## config.mk

```make
export PLATFORM = sky130hd
export DESIGN_NAME = message_fragmenter
export DESIGN_NICKNAME = d
export VERILOG_FILES = /design/src/rtl/mf_pkg.sv /design/src/rtl/mf_hdr_ram.sv /design/src/rtl/mf_div.sv /design/src/rtl/message_fragmenter.sv
export SDC_FILE = /design/constraint.sdc
export NUM_CORES = 1
export LEC_CHECK = 0
export ABC_AREA = 1
export BUFFER_PORTS_ARGS = -buffer_cell sky130_fd_sc_hd__buf_2
export CAP_MARGIN = 20
export CORE_AREA = 2 2 214 216
export CTS_CLUSTER_SIZE = 30
export DETAILED_ROUTE_END_ITERATION = 8
export DIE_AREA = 0 0 216 218
export GPL_TIMING_DRIVEN = 0
export PLACE_DENSITY = 0.72
export SYNTH_ARGS = -nofsm -noshare
export SYNTH_HDL_FRONTEND = slang
export SYNTH_SLANG_ARGS = --single-unit
```

## constraint.sdc

```tcl
create_clock -name clk -period 4 [get_ports clk]
set_input_delay 0.6 -clock clk [delete_from_list [all_inputs] [get_ports clk]]
set_output_delay 0.6 -clock clk [all_outputs]
set_load 0.01 [all_outputs]
```

## src/rtl/mf_pkg.sv

```systemverilog
// Shared types and constants for the message fragmenter.
package mf_pkg;

  localparam int BYTE_W    = 8;
  localparam int LEN_W     = 16;
  localparam int HDR_W     = 6;   // header size register and header counters
  localparam int CFG_IDX_W = 1;
  localparam int CFG_DAT_W = 16;
  localparam int DIV_STEPS = 16;  // one quotient bit per cycle
  localparam int DIV_CNT_W = 4;

  localparam logic [CFG_IDX_W-1:0] CFG_HEADER_SIZE   = 1'd0;
  localparam logic [CFG_IDX_W-1:0] CFG_FRAG_MAX_SIZE = 1'd1;

  localparam logic [LEN_W-1:0] FRAG_MAX_RESET = 16'd1472;
  localparam logic [LEN_W-1:0] INDEX_BYTES    = 16'd4;

  // Controller states
  typedef enum logic [2:0] {
    ST_IDLE,  // waiting for an input word
    ST_DIV,   // fragment count division running
    ST_PROC,  // classify the latched byte
    ST_PFX,   // replay header, index and count bytes
    ST_BODY,  // send the latched body byte
    ST_BAD    // send the bad length word
  } state_t;

  // Header store write port
  typedef struct packed {
    logic              en;
    logic [HDR_W-1:0]  addr;
    logic [BYTE_W-1:0] data;
  } ram_wr_t;

endpackage

```

## src/rtl/mf_hdr_ram.sv

```systemverilog
// Header store: one write port, one registered read port with write forwarding.
module mf_hdr_ram #(
  parameter int DEPTH = 32,
  parameter int AW    = 5
) (
  input  logic                      clk,
  input  mf_pkg::ram_wr_t           wr,
  input  logic [AW-1:0]             rd_addr,
  output logic [mf_pkg::BYTE_W-1:0] rd_data
);

  logic [mf_pkg::BYTE_W-1:0] mem [DEPTH];
  logic [AW-1:0]             wa;

  assign wa = wr.addr[AW-1:0];

  // Write, and forward the written byte when the same entry is read
  always_ff @(posedge clk) begin
    if (wr.en) begin
      mem[wa] <= wr.data;
    end
    if (wr.en && (wa == rd_addr)) begin
      rd_data <= wr.data;
    end else begin
      rd_data <= mem[rd_addr];
    end
  end

endmodule

```

## src/rtl/mf_div.sv

```systemverilog
// Restoring divider, one quotient bit per cycle, for the fragment count.
module mf_div (
  input  logic                     clk,
  input  logic                     rst_n,
  input  logic                     start,
  input  logic [mf_pkg::LEN_W-1:0] num,
  input  logic [mf_pkg::LEN_W-1:0] den,
  output logic                     done,
  output logic [mf_pkg::LEN_W-1:0] quo
);

  logic                         busy_r, busy_nxt;
  logic                         done_r, done_nxt;
  logic [mf_pkg::DIV_CNT_W-1:0] cnt_r, cnt_nxt;
  logic [mf_pkg::LEN_W:0]       rem_r, rem_nxt;
  logic [mf_pkg::LEN_W-1:0]     quo_r, quo_nxt;
  logic [mf_pkg::LEN_W-1:0]     den_r, den_nxt;
  logic [mf_pkg::LEN_W:0]       rem_sh;
  logic                         ge;

  assign rem_sh = {rem_r[mf_pkg::LEN_W-1:0], quo_r[mf_pkg::LEN_W-1]};
  assign ge     = rem_sh >= {1'b0, den_r};

  // One shift-subtract step per cycle
  always_comb begin
    busy_nxt = busy_r;
    done_nxt = 1'b0;
    cnt_nxt  = cnt_r;
    rem_nxt  = rem_r;
    quo_nxt  = quo_r;
    den_nxt  = den_r;
    if (start) begin
      busy_nxt = 1'b1;
      cnt_nxt  = '0;
      rem_nxt  = '0;
      quo_nxt  = num;
      den_nxt  = den;
    end else if (busy_r) begin
      rem_nxt = ge ? (rem_sh - {1'b0, den_r}) : rem_sh;
      quo_nxt = {quo_r[mf_pkg::LEN_W-2:0], ge};
      cnt_nxt = cnt_r + 1'b1;
      if (cnt_r == mf_pkg::DIV_CNT_W'(mf_pkg::DIV_STEPS - 1)) begin
        busy_nxt = 1'b0;
        done_nxt = 1'b1;
      end
    end
  end

  always_ff @(posedge clk) begin
    if (!rst_n) begin
      busy_r <= 1'b0;
      done_r <= 1'b0;
      cnt_r  <= '0;
    end else begin
      busy_r <= busy_nxt;
      done_r <= done_nxt;
      cnt_r  <= cnt_nxt;
    end
    rem_r <= rem_nxt;
    quo_r <= quo_nxt;
    den_r <= den_nxt;
  end

  assign done = done_r;
  assign quo  = quo_r;

endmodule

```

## src/rtl/message_fragmenter.sv

```systemverilog
// Message fragmenter top level: control sequencer, header store and output register.
//
// Input channel (in_valid/in_ready) takes one message byte per word; the
// message length is sampled with the first byte. Output channel
// (out_valid/out_ready) gives one fragment byte per word, tagged with the
// fragment index, fragment count and end flags, or one bad_length word.
// Configuration (cfg_we/cfg_addr/cfg_wdata) is to be written by the user only
// between messages; the block itself does not enforce it.
//
// The first byte of a message waits for the 16-step fragment count divider.
// A header byte is written to the header store in ST_PROC. A body byte goes
// through ST_PROC, an ST_PFX replay of the header and the index and count
// bytes when it opens a fragment, and ST_BODY. The replay reads the header
// store through its registered read port, one byte per cycle unless stalled.
// A single output register holds the outgoing word: while it holds a word and
// out_ready is low the sequencer waits, the word stays put, and input words
// are taken again once the pending result is in that register.
// Reset (rst_n low, synchronous) clears the config to header 0 / fragment
// 1472, drops any message in progress and empties the output register.
module message_fragmenter #(
  parameter int MAX_HEADER = 32
) (
  input  logic                         clk,
  input  logic                         rst_n,
  // configuration
  input  logic                         cfg_we,
  input  logic [mf_pkg::CFG_IDX_W-1:0] cfg_addr,
  input  logic [mf_pkg::CFG_DAT_W-1:0] cfg_wdata,
  // input channel
  input  logic                         in_valid,
  output logic                         in_ready,
  input  logic [mf_pkg::BYTE_W-1:0]    in_byte,
  input  logic [mf_pkg::LEN_W-1:0]     in_msg_length,
  // output channel
  output logic                         out_valid,
  input  logic                         out_ready,
  output logic [mf_pkg::BYTE_W-1:0]    out_byte,
  output logic [mf_pkg::LEN_W-1:0]     out_frag_index,
  output logic [mf_pkg::LEN_W-1:0]     out_frag_count,
  output logic                         out_frag_end,
  output logic                         out_msg_end,
  output logic                         out_bad_length
);

  localparam int DEPTH = (MAX_HEADER > 0) ? MAX_HEADER : 1;
  localparam int AW    = (DEPTH > 1) ? $clog2(DEPTH) : 1;
  localparam logic [mf_pkg::HDR_W-1:0] MAX_HDR = mf_pkg::HDR_W'(MAX_HEADER);

  // config registers
  logic [mf_pkg::HDR_W-1:0] hdr_size_r;
  logic [mf_pkg::LEN_W-1:0] frag_max_r;

  // sequencer state
  mf_pkg::state_t           st_r, st_nxt;
  logic                     in_msg_r, in_msg_nxt;
  logic [mf_pkg::BYTE_W-1:0] byte_r, byte_nxt;
  logic [mf_pkg::HDR_W-1:0] lat_hdr_r, lat_hdr_nxt;
  logic [mf_pkg::LEN_W-1:0] lat_body_r, lat_body_nxt;
  logic [mf_pkg::LEN_W-1:0] left_r, left_nxt;
  logic [mf_pkg::LEN_W-1:0] tot_r, tot_nxt;
  logic [mf_pkg::LEN_W-1:0] cur_r, cur_nxt;
  logic [mf_pkg::LEN_W-1:0] bb_r, bb_nxt;
  logic [mf_pkg::HDR_W-1:0] seen_r, seen_nxt;
  logic [mf_pkg::HDR_W-1:0] pc_r, pc_nxt;
  logic                     pfx_last_r, pfx_last_nxt;
  logic                     tb_zero_r, tb_zero_nxt;

  // output register
  logic                      ov_r, ov_nxt;
  logic [mf_pkg::BYTE_W-1:0] ob_r, ob_nxt;
  logic [mf_pkg::LEN_W-1:0]  oidx_r, oidx_nxt;
  logic [mf_pkg::LEN_W-1:0]  ocnt_r, ocnt_nxt;
  logic                      ofe_r, ofe_nxt;
  logic                      ome_r, ome_nxt;
  logic                      obad_r, obad_nxt;

  // datapath helpers
  logic                      accept, can_push;
  logic [mf_pkg::HDR_W-1:0]  hdr_clamp;
  logic [mf_pkg::LEN_W-1:0]  hdr_ext, hdr_plus4, body_calc, tb_calc;
  logic                      len_bad;
  logic [mf_pkg::LEN_W-1:0]  left_dec, bb_inc;
  logic                      last_msg, last_frag;
  logic [mf_pkg::HDR_W-1:0]  pfx_off;
  logic                      pfx_is_last;
  logic [mf_pkg::BYTE_W-1:0] pfx_byte;
  logic                      div_start, div_done;
  logic [mf_pkg::LEN_W-1:0]  div_quo;
  mf_pkg::ram_wr_t           ram_wr;
  logic [mf_pkg::BYTE_W-1:0] ram_q;

  assign in_ready = (st_r == mf_pkg::ST_IDLE);
  assign accept   = in_valid && in_ready;
  assign can_push = !ov_r || out_ready;

  // message setup arithmetic on the first byte
  assign hdr_clamp = (hdr_size_r > MAX_HDR) ? MAX_HDR : hdr_size_r;
  assign hdr_ext   = mf_pkg::LEN_W'(hdr_clamp);
  assign hdr_plus4 = hdr_ext + mf_pkg::INDEX_BYTES;
  assign len_bad   = in_msg_length < hdr_ext;
  assign body_calc = (frag_max_r > hdr_plus4) ? (frag_max_r - hdr_plus4)
                                              : mf_pkg::LEN_W'(1);
  assign tb_calc   = in_msg_length - hdr_ext;

  // per-byte counters
  assign left_dec  = left_r - 1'b1;
  assign bb_inc    = bb_r + 1'b1;
  assign last_msg  = (left_r == '0);
  assign last_frag = last_msg || (bb_inc >= lat_body_r);

  // prefix byte select: stored header, then index and count little endian
  assign pfx_off     = pc_r - lat_hdr_r;
  assign pfx_is_last = (pc_r == (lat_hdr_r + mf_pkg::HDR_W'(3)));
  always_comb begin
    pfx_byte = ram_q;
    if (pc_r >= lat_hdr_r) begin
      case (pfx_off[1:0])
        2'd0:    pfx_byte = cur_r[7:0];
        2'd1:    pfx_byte = cur_r[15:8];
        2'd2:    pfx_byte = tot_r[7:0];
        default: pfx_byte = tot_r[15:8];
      endcase
    end
  end

  // sequencer next state
  always_comb begin
    st_nxt       = st_r;
    in_msg_nxt   = in_msg_r;
    byte_nxt     = byte_r;
    lat_hdr_nxt  = lat_hdr_r;
    lat_body_nxt = lat_body_r;
    left_nxt     = left_r;
    tot_nxt      = tot_r;
    cur_nxt      = cur_r;
    bb_nxt       = bb_r;
    seen_nxt     = seen_r;
    pc_nxt       = pc_r;
    pfx_last_nxt = pfx_last_r;
    tb_zero_nxt  = tb_zero_r;
    div_start    = 1'b0;
    ram_wr       = '0;
    ov_nxt       = ov_r && !out_ready;
    ob_nxt       = ob_r;
    oidx_nxt     = oidx_r;
    ocnt_nxt     = ocnt_r;
    ofe_nxt      = ofe_r;
    ome_nxt      = ome_r;
    obad_nxt     = obad_r;

    case (st_r)
      mf_pkg::ST_IDLE: begin
        if (accept) begin
          byte_nxt = in_byte;
          if (in_msg_r) begin
            st_nxt = mf_pkg::ST_PROC;
          end else if (len_bad) begin
            st_nxt = mf_pkg::ST_BAD;
          end else begin
            lat_hdr_nxt  = hdr_clamp;
            lat_body_nxt = body_calc;
            left_nxt     = in_msg_length;
            tb_zero_nxt  = (tb_calc == '0);
            cur_nxt      = '0;
            bb_nxt       = '0;
            seen_nxt     = '0;
            in_msg_nxt   = 1'b1;
            div_start    = 1'b1;
            st_nxt       = mf_pkg::ST_DIV;
          end
        end
      end

      mf_pkg::ST_DIV: begin
        if (div_done) begin
          tot_nxt = tb_zero_r ? mf_pkg::LEN_W'(1) : (div_quo + 1'b1);
          if (left_r == '0) begin
            // zero length message: the byte is not part of it
            in_msg_nxt   = 1'b0;
            pfx_last_nxt = 1'b1;
            pc_nxt       = '0;
            st_nxt       = mf_pkg::ST_PFX;
          end else begin
            st_nxt = mf_pkg::ST_PROC;
          end
        end
      end

      mf_pkg::ST_PROC: begin
        left_nxt = left_dec;
        if (seen_r < lat_hdr_r) begin
          ram_wr.en   = 1'b1;
          ram_wr.addr = seen_r;
          ram_wr.data = byte_r;
          seen_nxt    = seen_r + 1'b1;
          if (left_dec == '0) begin
            // message without body: one prefix-only fragment
            in_msg_nxt   = 1'b0;
            pfx_last_nxt = 1'b1;
            pc_nxt       = '0;
            st_nxt       = mf_pkg::ST_PFX;
          end else begin
            st_nxt = mf_pkg::ST_IDLE;
          end
        end else if (bb_r == '0) begin
          pfx_last_nxt = 1'b0;
          pc_nxt       = '0;
          st_nxt       = mf_pkg::ST_PFX;
        end else begin
          st_nxt = mf_pkg::ST_BODY;
        end
      end

      mf_pkg::ST_PFX: begin
        if (can_push) begin
          ov_nxt   = 1'b1;
          ob_nxt   = pfx_byte;
          oidx_nxt = cur_r;
          ocnt_nxt = tot_r;
          ofe_nxt  = pfx_last_r && pfx_is_last;
          ome_nxt  = pfx_last_r && pfx_is_last;
          obad_nxt = 1'b0;
          if (pfx_is_last) begin
            st_nxt = pfx_last_r ? mf_pkg::ST_IDLE : mf_pkg::ST_BODY;
          end else begin
            pc_nxt = pc_r + 1'b1;
          end
        end
      end

      mf_pkg::ST_BODY: begin
        if (can_push) begin
          ov_nxt   = 1'b1;
          ob_nxt   = byte_r;
          oidx_nxt = cur_r;
          ocnt_nxt = tot_r;
          ofe_nxt  = last_frag;
          ome_nxt  = last_msg;
          obad_nxt = 1'b0;
          if (last_frag) begin
            cur_nxt = cur_r + 1'b1;
            bb_nxt  = '0;
          end else begin
            bb_nxt = bb_inc;
          end
          if (last_msg) begin
            in_msg_nxt = 1'b0;
          end
          st_nxt = mf_pkg::ST_IDLE;
        end
      end

      mf_pkg::ST_BAD: begin
        if (can_push) begin
          ov_nxt   = 1'b1;
          ob_nxt   = '0;
          oidx_nxt = '0;
          ocnt_nxt = '0;
          ofe_nxt  = 1'b0;
          ome_nxt  = 1'b0;
          obad_nxt = 1'b1;
          st_nxt   = mf_pkg::ST_IDLE;
        end
      end

      default: begin
        st_nxt = mf_pkg::ST_IDLE;
      end
    endcase
  end

  // config registers
  always_ff @(posedge clk) begin
    if (!rst_n) begin
      hdr_size_r <= '0;
      frag_max_r <= mf_pkg::FRAG_MAX_RESET;
    end else if (cfg_we) begin
      case (cfg_addr)
        mf_pkg::CFG_HEADER_SIZE:   hdr_size_r <= cfg_wdata[mf_pkg::HDR_W-1:0];
        mf_pkg::CFG_FRAG_MAX_SIZE: frag_max_r <= cfg_wdata;
        default: ;
      endcase
    end
  end

  // state register
  always_ff @(posedge clk) begin
    if (!rst_n) begin
      st_r       <= mf_pkg::ST_IDLE;
      in_msg_r   <= 1'b0;
      left_r     <= '0;
      tot_r      <= '0;
      cur_r      <= '0;
      bb_r       <= '0;
      seen_r     <= '0;
      lat_hdr_r  <= '0;
      lat_body_r <= '0;
      pc_r       <= '0;
      pfx_last_r <= 1'b0;
      tb_zero_r  <= 1'b0;
      ov_r       <= 1'b0;
    end else begin
      st_r       <= st_nxt;
      in_msg_r   <= in_msg_nxt;
      left_r     <= left_nxt;
      tot_r      <= tot_nxt;
      cur_r      <= cur_nxt;
      bb_r       <= bb_nxt;
      seen_r     <= seen_nxt;
      lat_hdr_r  <= lat_hdr_nxt;
      lat_body_r <= lat_body_nxt;
      pc_r       <= pc_nxt;
      pfx_last_r <= pfx_last_nxt;
      tb_zero_r  <= tb_zero_nxt;
      ov_r       <= ov_nxt;
    end
    byte_r <= byte_nxt;
    ob_r   <= ob_nxt;
    oidx_r <= oidx_nxt;
    ocnt_r <= ocnt_nxt;
    ofe_r  <= ofe_nxt;
    ome_r  <= ome_nxt;
    obad_r <= obad_nxt;
  end

  // fragment count: (body bytes - 1) / body size, plus one
  mf_div u_div (
    .clk   (clk),
    .rst_n (rst_n),
    .start (div_start),
    .num   (tb_calc - 1'b1),
    .den   (body_calc),
    .done  (div_done),
    .quo   (div_quo)
  );

  // header store, addressed with the next prefix count so its registered output matches the prefix counter
  mf_hdr_ram #(
    .DEPTH (DEPTH),
    .AW    (AW)
  ) u_ram (
    .clk     (clk),
    .wr      (ram_wr),
    .rd_addr (pc_nxt[AW-1:0]),
    .rd_data (ram_q)
  );

  assign out_valid      = ov_r;
  assign out_byte       = ob_r;
  assign out_frag_index = oidx_r;
  assign out_frag_count = ocnt_r;
  assign out_frag_end   = ofe_r;
  assign out_msg_end    = ome_r;
  assign out_bad_length = obad_r;

endmodule

```

==> summary.md <==
| Metric | Value |
|---|---|
| Count leader, synth | nand2_1 |
| Hold EP | byte_r[3]$_DFFE_PP_ |
| Pwr dens | 693 nW/µm² |
| DPL Wire Length | 51.6 mm |
| GP Congestion | around 0.95 |
| Hold WS | 0.147 ns |
| Total congestion overflow | 0 |
| Mapped Cells | 2745 |
| Worst Hold Path Cells | 1 |
| Post-Syn Area | around 24000 µm² |
| Synth unique cells | 52 |
| Max Freq | around 270 MHz |
| FILL cells | 3823 |
| FF-to-FF End | bb_r[9]$_SDFFE_PN0P_ |
| DR vias | a little over 20000 |
| Slew Limit Fails | 0 |
| Clock root cell | clkbuf_16 |
| Register area share after synthesis | 0.544 |
| Yosys top cell area share | 0.418 |
| Dominant synthesized flop cell | edfxtp_1 |
| Worst VDD drop | 0.000507 V |
| Sequential Area | ~13000 µm² |
| Sink Count | 493 |
| Final Hold Vio Count | 0 |
| CTS max path bufs | 3 |
| DIE AREA | 47100 µm² |
| Syn avg cell area | 8.88 µm² |
| Post-synth top area cell | edfxtp_1 |
| CP arrival | between 4 and 5 ns |
| Finished Cell Area | approximately 27000 µm² |
| Worst hold path type | input pin to flip-flop |
| Area after DPL | about 26000 µm² |
| Pre-CTS setup slack | -0.129 ns |
| Crit Reg-Reg Startpoint | bb_r[0]$_SDFFE_PN0P_ |
| HP Start | in_byte[3] |
| Largest net degree at the start of global routing | 34 |
| Gr usage total | 0.303 |
| Setup Skew | 0.0372 ns |
| R2R setup slack | 0.25 ns |
| PortBufs | 89 |
| Dominant cells by area after synthesis | edfxtp_1 (42%), dfxtp_1 (13%), nand2_1 (7.5%) |
| Clock-pin slew on the worst setup and hold paths | around 0.060 ns |
| Initial DRC count | 2411 |
| Asr flop ratio synth | 0 |
| DR vias/cell | 5.80 |
| Most instantiated cells after synthesis | nand2_1 (484), nor2_1 (372), edfxtp_1 (339), inv_1 (325), o21ai_0 (244) |
| DRT Wirelength | around 71 mm |
| Rel. slew slack | 0.349 |
| Clk_lat worst skew | between 0.6 and 0.7 ns |
| Drt drc | 0 |
| Crit-path max FO | 10 |
| Pwr Total | approximately 0.019 W |
| First-pass GRT wire length | 111 mm |
| Clock buffer count from CTS | 51 |
| Crit path launch type | flip-flop |
| Leakage | about 11 nW |
| Maxcap violations | 0 |
| PnR worst setup slack | 0.255 ns |
| DRT Pass-1 Iters | 6 |
| Min Clock Period, post-route | 3.75 ns |
| Vias in the first global route | 20257 |
| Synthesized net count | around 2900 |
| Initial core utilization | 0.543 |
| Final Setup Violations | 0 |
| Htree depth | 2 |
| Area Growth Syn to Fin | 12.8% |
| Initial antenna violation count | 2 |
| Reg2Reg Depth | 19 |
| Worst Tran Pin Value | 0.973 ns |
| DIE WIDTH | 216 µm |
| Core area | about 45000 µm² |
| I/O pin count | 91 |
| Site Rows | 78 |
| Die Span Y | 218 µm |
| Share of cells above drive strength 1 | 0.0922 |
| CP endpoint kind | flip-flop |
| Final net count | 3017 |
| Post-synth EDFFs | approximately 340 |
| Critical Path RT | 4.52 ns |
| Synth Warn # | 0 |
| Footprint of the multi-input gates | 9460 µm² |
| Number of routed nets with antenna violations | 0 |
| Routed length per instance | around 20 µm |
| Synth Register Bits | 493 |
| WS Path Type | flip-flop to flip-flop |
| CTS tree | done |
| Status | finished clean |
| Final worst path period share | 0.936 |
==> state kept, by name, indices dropped and copies added (netlist names), 3 cells and up, named ones only <==
name / cells
frag_max_r: 16
pc_r: 6
hdr_size_r: 6
u_div.den_r: 16
seen_r: 6
lat_hdr_r: 6
out_frag_index: 16
tot_r: 16
left_r: 16
u_div.rem_r: 16
u_ram.mem: 256
byte_r: 8
out_byte: 8
st_r: 3
u_div.quo: 16
bb_r: 16
u_div.cnt_r: 4
lat_body_r: 16
cur_r: 16
out_frag_count: 16
==> timing repair <==
item	CTS	global route
endpoints found under the setup margin	10	15
pin swaps	0	2
buffers inserted	0	2
resized for setup	2	1
hold buffers	0	0
==> critical path, cell delays in order (launching register included) <==
cell,delay [ns]
dfxtp_1,0.40
inv_1,0.11
nor3_2,0.30
nand3_1,0.20
nor2_1,0.24
nand3_1,0.13
xor2_1,0.16
inv_1,0.08
ha_1,0.29
nand2_1,0.08
inv_1,0.05
nand3_1,0.10
inv_1,0.05
a21oi_1,0.25
nand4_1,0.13
buf_4,0.19
o21ai_4,0.20
nand2_2,0.17
buf_2,0.28
a211oi_1,0.24
==> layout make-up <==
| class | instances | share of cell area |
|---|---|---|
| diodes | 1 | 0.0000911 |
| plain buffers | 100 | 0.0158 |
| clock buffers | 69 | 0.0523 |
| clock inverters | 27 | 0.0102 |
| inverters | 338 | 0.0463 |
| multi-input cells | 1814 | 0.344 |
| flip-flops and latches | 493 | 0.483 |
| well taps | 600 | 0.0273 |
| repair buffers | 99 | 0.0214 |
==> worst max path at each step <==
stage | startpoint | to | slack (ns) | cells past startpoint
2_1_floorplan | bb_r[0]$_SDFFE_PN0P_ | bb_r[10]$_SDFFE_PN0P_ | 1.05 | 18
3_3_place_gp | lat_hdr_r[1]$_SDFFE_PN0P_ | u_ram.mem[5][1]$_DFFE_PP_ | -0.44 | 9
3_5_place_dp | bb_r[0]$_SDFFE_PN0P_ | bb_r[9]$_SDFFE_PN0P_ | -0.13 | 18
4_1_cts | bb_r[0]$_SDFFE_PN0P_ | bb_r[9]$_SDFFE_PN0P_ | 0.09 | 15
5_1_grt | bb_r[0]$_SDFFE_PN0P_ | bb_r[12]$_SDFFE_PN0P_ | -0.006 | 19
6_report | bb_r[0]$_SDFFE_PN0P_ | bb_r[9]$_SDFFE_PN0P_ | 0.25 | 19
==> layout by cell type, fill, tap and decap left out, types with 5 or more instances in the layout <==
| master | n |
|---|---|
| xnor2_1 | 12 |
| o211ai_1 | 18 |
| inv_1 | 325 |
| nand4_1 | 46 |
| edfxtp_1 | 339 |
| buf_2 | 113 |
| nor4_1 | 10 |
| ha_1 | 70 |
| o21ai_1 | 25 |
| xor2_1 | 36 |
| a221oi_1 | 6 |
| a211oi_1 | 14 |
| nor2_1 | 363 |
| or2_2 | 5 |
| a21oi_1 | 101 |
| nor3_1 | 33 |
| buf_4 | 5 |
| o21ai_0 | 244 |
| clkbuf_8 | 5 |
| dfxtp_1 | 154 |
| o22ai_1 | 27 |
| nor2_2 | 18 |
| clkbuf_16 | 53 |
| nand3_1 | 173 |
| clkinv_2 | 13 |
| o221ai_1 | 58 |
| clkbuf_1 | 82 |
| nor2_4 | 6 |
| nand2_1 | 484 |
| a31oi_1 | 15 |
| inv_2 | 11 |
==> layer usage <==
layer,vias to the layer above,track usage,part of all wire
met5,-,0,0.000098
met4,2,0.130,0.048
met3,212,0.0540,0.078
met2,958,0.528,0.49
met1,9677,0.370,0.39
li1,9699,-,-
==> metrics by stage <==
step	TNS [ns]	cells	util
after CTS	0	3538	0.612
after floorplan	0	2745	-
after global routing	-0.0133	3541	0.612
final	0	3541	0.612
after detailed placement	-0.686	3442	0.573
after global placement	-36.36	3434	0.569
==> power breakdown <==
part / internal, W / switching [W]
sequential: 0.00623 / 0.000432
combinational: 0.00222 / 0.00536
clock: 0.00270 / 0.00212
==> cells by family (layout without fill, tap and decap cells) <==
family | after synthesis | count (layout) | synth area share
and+or+nand+nor | 1161 | 1161 | 0.202
AOI/OAI and AO/OA | 529 | 529 | 0.127
DFF | 493 | 493 | 0.544
buffers and inverters | 438 | 633 | 0.0700
adders and majority gates | 74 | 74 | 0.0392
xor gates and xnor gates | 49 | 49 | 0.0179
other | 1 | 2 | 0.000154
No activity file was read; power rests on OpenSTA's default activity.
